**config.mk**
```make
export PLATFORM = sky130hd
export DESIGN_NAME = vmvmm_ctrl
export DESIGN_NICKNAME = d
export VERILOG_FILES = /design/src/design/vmvmm_pkg.sv /design/src/design/vmvmm_ctrl.sv
export SDC_FILE = /design/constraint.sdc
export NUM_CORES = 1
export LEC_CHECK = 0
export ABC_AREA = 0
export BUFFER_PORTS_ARGS = -buffer_cell sky130_fd_sc_hd__clkbuf_2
export CAP_MARGIN = 10
export CORE_MARGIN = 3
export CORE_UTILIZATION = 45
export DETAILED_ROUTE_END_ITERATION = 10
export GPL_ROUTABILITY_DRIVEN = 0
export GPL_TIMING_DRIVEN = 0
export PLACE_DENSITY = 0.79
export RECOVER_POWER = 100
export SLEW_MARGIN = 20
export SYNTH_ARGS = -nofsm -noshare
export SYNTH_HDL_FRONTEND = slang
export SYNTH_SLANG_ARGS = --single-unit
export TNS_END_PERCENT = 1
```
**constraint.sdc**
```tcl
create_clock -name clk_i -period 1.76 [get_ports clk_i]
set_input_delay 0.176 -clock clk_i [delete_from_list [all_inputs] [get_ports clk_i]]
set_output_delay 0.176 -clock clk_i [all_outputs]
set_load 0.02 [all_outputs]
```
**src/design/vmvmm_pkg.sv**
```systemverilog
// Shared widths, command and status types for the vector statistics block.
package vmvmm_pkg;

  // Input sample width and the longest run that is accumulated.
  localparam int SAMPLE_BITS = 16;
  localparam int MAX_LENGTH  = 4096;

  // Accumulator widths follow from the sample width and the run length.
  localparam int CNT_W  = $clog2(MAX_LENGTH + 1);
  localparam int SUM_W  = SAMPLE_BITS + CNT_W;
  localparam int ABS_W  = SUM_W - 1;
  localparam int SQ_W   = 2 * SAMPLE_BITS + CNT_W - 1;
  localparam int HALF_W = SQ_W / 2;

  // Numerator n*sumsq - sum^2 and the divisor n^2.
  localparam int NUM_W = CNT_W + SQ_W;
  localparam int N2_W  = 2 * CNT_W;

  // Eight fraction bits on mean, variance and standard deviation.
  localparam int FRAC_W = 8;
  localparam int DVD_W  = NUM_W + FRAC_W;

  // Result field widths.
  localparam int MEAN_W = 24;
  localparam int VAR_W  = 39;
  localparam int SD_W   = 24;

  // Shared iteration counter for the divide and square root passes.
  localparam int STEP_W = $clog2(DVD_W);

  typedef struct packed {
    logic acc;
    logic mul_a;
    logic mul_b;
    logic num_ld;
    logic div_step;
    logic sqrt_ld;
    logic sqrt_step;
    logic out_ld;
  } vmvmm_cmd_t;

  typedef struct packed {
    logic step_last;
  } vmvmm_sts_t;

endpackage

```
**src/design/vmvmm_ctrl.sv**
```systemverilog
// Controller: sequences accumulation, products, division, square root and output.
module vmvmm_ctrl (
  input  logic                  clk_i,
  input  logic                  rst_ni,
  input  logic                  in_valid_i,
  input  logic                  in_last_i,
  output logic                  in_ready_o,
  output logic                  out_valid_o,
  input  logic                  out_ready_i,
  output vmvmm_pkg::vmvmm_cmd_t cmd_o,
  input  vmvmm_pkg::vmvmm_sts_t sts_i
);
  import vmvmm_pkg::*;

  typedef enum logic [7:0] {
    ST_ACC   = 8'b0000_0001,
    ST_MUL_A = 8'b0000_0010,
    ST_MUL_B = 8'b0000_0100,
    ST_NUM   = 8'b0000_1000,
    ST_DIV   = 8'b0001_0000,
    ST_SQL   = 8'b0010_0000,
    ST_SQRT  = 8'b0100_0000,
    ST_DONE  = 8'b1000_0000
  } ctrl_state_e;

  ctrl_state_e state_q, state_d;
  logic        out_valid_q, out_valid_d;

  always_comb begin
    state_d = state_q;
    cmd_o   = '0;
    case (state_q)
      ST_ACC: begin
        if (in_valid_i) begin
          cmd_o.acc = 1'b1;
          if (in_last_i) state_d = ST_MUL_A;
        end
      end
      ST_MUL_A: begin
        cmd_o.mul_a = 1'b1;
        state_d     = ST_MUL_B;
      end
      ST_MUL_B: begin
        cmd_o.mul_b = 1'b1;
        state_d     = ST_NUM;
      end
      ST_NUM: begin
        cmd_o.num_ld = 1'b1;
        state_d      = ST_DIV;
      end
      ST_DIV: begin
        cmd_o.div_step = 1'b1;
        if (sts_i.step_last) state_d = ST_SQL;
      end
      ST_SQL: begin
        cmd_o.sqrt_ld = 1'b1;
        state_d       = ST_SQRT;
      end
      ST_SQRT: begin
        cmd_o.sqrt_step = 1'b1;
        if (sts_i.step_last) state_d = ST_DONE;
      end
      ST_DONE: begin
        if (!out_valid_q || out_ready_i) begin
          cmd_o.out_ld = 1'b1;
          state_d      = ST_ACC;
        end
      end
      default: begin
        state_d = ST_ACC;
      end
    endcase
  end

  always_comb begin
    out_valid_d = out_valid_q;
    if (cmd_o.out_ld) begin
      out_valid_d = 1'b1;
    end else if (out_ready_i) begin
      out_valid_d = 1'b0;
    end
  end

  always_ff @(posedge clk_i or negedge rst_ni) begin
    if (!rst_ni) begin
      state_q     <= ST_ACC;
      out_valid_q <= 1'b0;
    end else begin
      state_q     <= state_d;
      out_valid_q <= out_valid_d;
    end
  end

  assign in_ready_o  = (state_q == ST_ACC);
  assign out_valid_o = out_valid_q;

endmodule

```
==> flow_summary_export.csv <==
group,metric,value,unit
setup_path,rr_worst_depth,7,
detailed_routing,postRouteAntennaNets,0,
power_and_ir_drop,p_int,658,uW
timing,min_period_over_period,105,%
synthesis,yosys.area.top_type,"dfrtp_1",
setup_path,worst-setup-path-type,"reg -> out",
placed_design,pre_cts_slack,0.114,ns
synthesis,syn_area,586,sq um
timing,finalHoldViolCount,0,
timing,timing.hold.ws,0.195,ns
setup_path,critical_path_arrival,1.67,ns
grt,grt_usage,17.1,%
synthesis,synthArstFlopShare,100,%
clock_network,cts_buffers,3,
detailed_routing,dr.pass1.iters,4,
setup_path,worst_path_max_delay_cell,"dfrtp_2",
grt,grt_pass1_wl,2330,microns
cells_and_area,drive_gt1_share,55.6,%
timing,rsz0062_at_grt,"true",
cells_and_area,regArea,231,sq um
detailed_routing,drtIter0Drc,9,
grt,overflow,0,
timing,fin_crit,1.85,ns
synthesis,yosys-top-cells-area,"dfrtp_1, nor3b_1, o2bb2ai_4, dfstp_2, nor3b_2",
cells_and_area,final_util,72.6,%
timing,setup_tns,-0.376,ns
timing,slew_viol_final,0,
power_and_ir_drop,peakVddDrop,0.904,mV
cells_and_area,fin_cells,95,
die,die_h,42.1,microns
cells_and_area,num-nets-final,88,
cells_and_area,diodes,0,
placed_design,dpl.hpwl,860,microns
cells_and_area,design_area,840,sq um
synthesis,syn-num-nets,63,
setup_path,startpoint_type,"flip-flop",
detailed_routing,wirelength,1430,microns
clock_network,clk_latency,0.27,ns
synthesis,ys_ff_latch,9,
setup_path,crit_chain,"nor4_4 -> nand4b_4 -> inv_2 -> and2_2 -> buf_8",
die,design.die.area,0.00177,sq mm
detailed_routing,vias,537,
placed_design,place_inst,86,
power_and_ir_drop,power_per_cell_area,1290,mW/mm^2
detailed_routing,wl_per_cell,15.0,microns
run,drv_cap,0,
cells_and_area,multiInputGateArea,385,sq um
synthesis,syn_inst,57,
power_and_ir_drop,p_sw,428,uW
die,start_util,50.6,%
clock_network,clockBufferDepth,2,
grt,grt_start_max_net_pins,10,
detailed_routing,via_per_inst,5.65,
synthesis,synth_ff_type,"dfrtp_1",
setup_path,cp.depth,5,
placed_design,io_buffers,15,
grt,grt_pass1_vias,545,
clock_network,tritoncts,"built",
clock_network,cts-root-buf,"clkbuf_4",
die,ioPinCount,16,
clock_network,htreeDepth,1,
timing,fmax,0.541,GHz
synthesis,yosysTopAreaCellShare,34.2,%
synthesis,synth.distinct_cells,32,
timing,relSlewSlack,65.2,%
power_and_ir_drop,leakage,0.407,nW
setup_path,crit_path_max_fanout,4,
status,status,"finished, violations left",
cells_and_area,fill_cells,85,
die,rows,12,
synthesis,ys_seq_area_share,38.7,%
setup_path,cp_slowest_stage_delay,0.46,ns
power_and_ir_drop,p_seq_share,30.6,%
clock_network,path_clk_slew,0.07,ns
clock_network,cts.sinks,9,
cells_and_area,area_growth,43.4,%
power_and_ir_drop,clkPwrFrac,15.7,%
grt,antenna_found_initial,0,
synthesis,synth-edff-count,0,
placed_design,postPlaceCellArea,678,sq um
die,die_w,42.1,microns
timing,worstMarginPinSlew,0.522,ns
die,core-area,0.00116,sq mm
setup_path,cp_num_buf_inv,2,
detailed_routing,drc,0,
synthesis,yosys-top-cells-count,"dfrtp_1, nor2_1, nand2_1, nor3b_1, nor2b_1",
timing,setup_viol,7,
power_and_ir_drop,finalPower,1.09,mW
synthesis,avgSynthCellArea,10.3,sq um
setup_path,required,1.58,ns
status,violations,"setup timing",
synthesis,yosysWarnings,0,
timing,clock_skew,0.00311,ns
timing,finalWorstSetupSlack,-0.0869,ns
power_and_ir_drop,pwr-share-comb,53.7,%
min_path,worstHoldPathType,"in -> reg",
power_and_ir_drop,swShare,39.4,%
synthesis,yosysMostFrequentCell,"dfrtp_1",
setup_path,cpLargestDelayFamily,"simple AND/OR/NAND/NOR gates",
setup_path,endpoint_kind,"output port",
min_path,hold_path_depth,3,
setup_path,r2r_slack,0.01,ns
## kinds of logic after synthesis
group	Yosys count	synth area share, %
buffers and inverters	5	5.34
DFF	9	38.7
and+or+nand+nor	32	38.5
xor gates and xnor gates	2	2.99
AOI/OAI and AO/OA	9	14.5
## final timing paths
path | start | to
min reg2reg | out_valid_o$_DFFE_PN0P_ | out_valid_o$_DFFE_PN0P_
min | out_ready_i | out_valid_o$_DFFE_PN0P_
max reg2reg | state_q[5]$_DFFE_PN0P_ | state_q[7]$_DFFE_PN0P_
min in group asynchronous | rst_ni | state_q[7]$_DFFE_PN0P_
max | state_q[5]$_DFFE_PN0P_ | cmd_o[7]
max in group asynchronous | rst_ni | state_q[1]$_DFFE_PN0P_
## placed cells by master (no fill, tap or decap), types with 2 or more instances in the layout
cell	count
clkbuf_4	3
nor4_4	2
xor2_1	2
buf_6	2
nor3b_1	2
a21o_1	2
buf_4	9
dfrtp_1	4
nor2b_1	2
clkbuf_2	6
nor2_1	5
clkbuf_1	3
nand2_1	3
dfrtp_2	4
nor3b_2	4
nand2_2	2
## power groups by stage
stage          logic, mW  registers (mW)  clock network (mW)
6_report           0.583           0.333               0.170
5_1_grt            0.621           0.339               0.184
4_1_cts            0.538           0.316               0.170
3_5_place_dp       0.393           0.304                   0
3_3_place_gp       0.385           0.301                   0
2_1_floorplan      0.308           0.293                   0
## state kept, by name, indices dropped and copies added (netlist names)
| signal | cells |
|---|---|
| state_q | 8 |
| out_valid_o | 1 |
## what timing repair did
action / in CTS / in global routing
cloned: 0 / 0
hold buffers: 1 / 0
resized for setup: 15 / 15
buffers inserted: 5 / 0
pin swaps: 4 / 3
setup endpoints to repair: 8 / 14
endpoints found under the hold margin: 8 / 0
## final cells by class
cell class | count | share of cell area, %
well taps | 14 | 2.09
flip-flops and latches | 9 | 27.6
clock buffers | 4 | 3.13
multi-input cells | 43 | 45.9
repair buffers | 21 | 18.2
inverters | 2 | 0.894
plain buffers | 2 | 2.24
## layer usage
layer | GRT usage [%] | vias up | wire length (microns)
met4 | 7.45 | 0 | 14
met3 | 3.43 | 4 | 55
met2 | 31.2 | 15 | 756
li1 | - | 253 | -
met1 | 18.9 | 265 | 600
met5 | 0 | - | 0
## worst min-delay path: stages
cell,delay [ns]
clkbuf_2,0.08
nand2b_1,0.11
nand2_1,0.05
No activity file was read; power rests on OpenSTA's default activity.
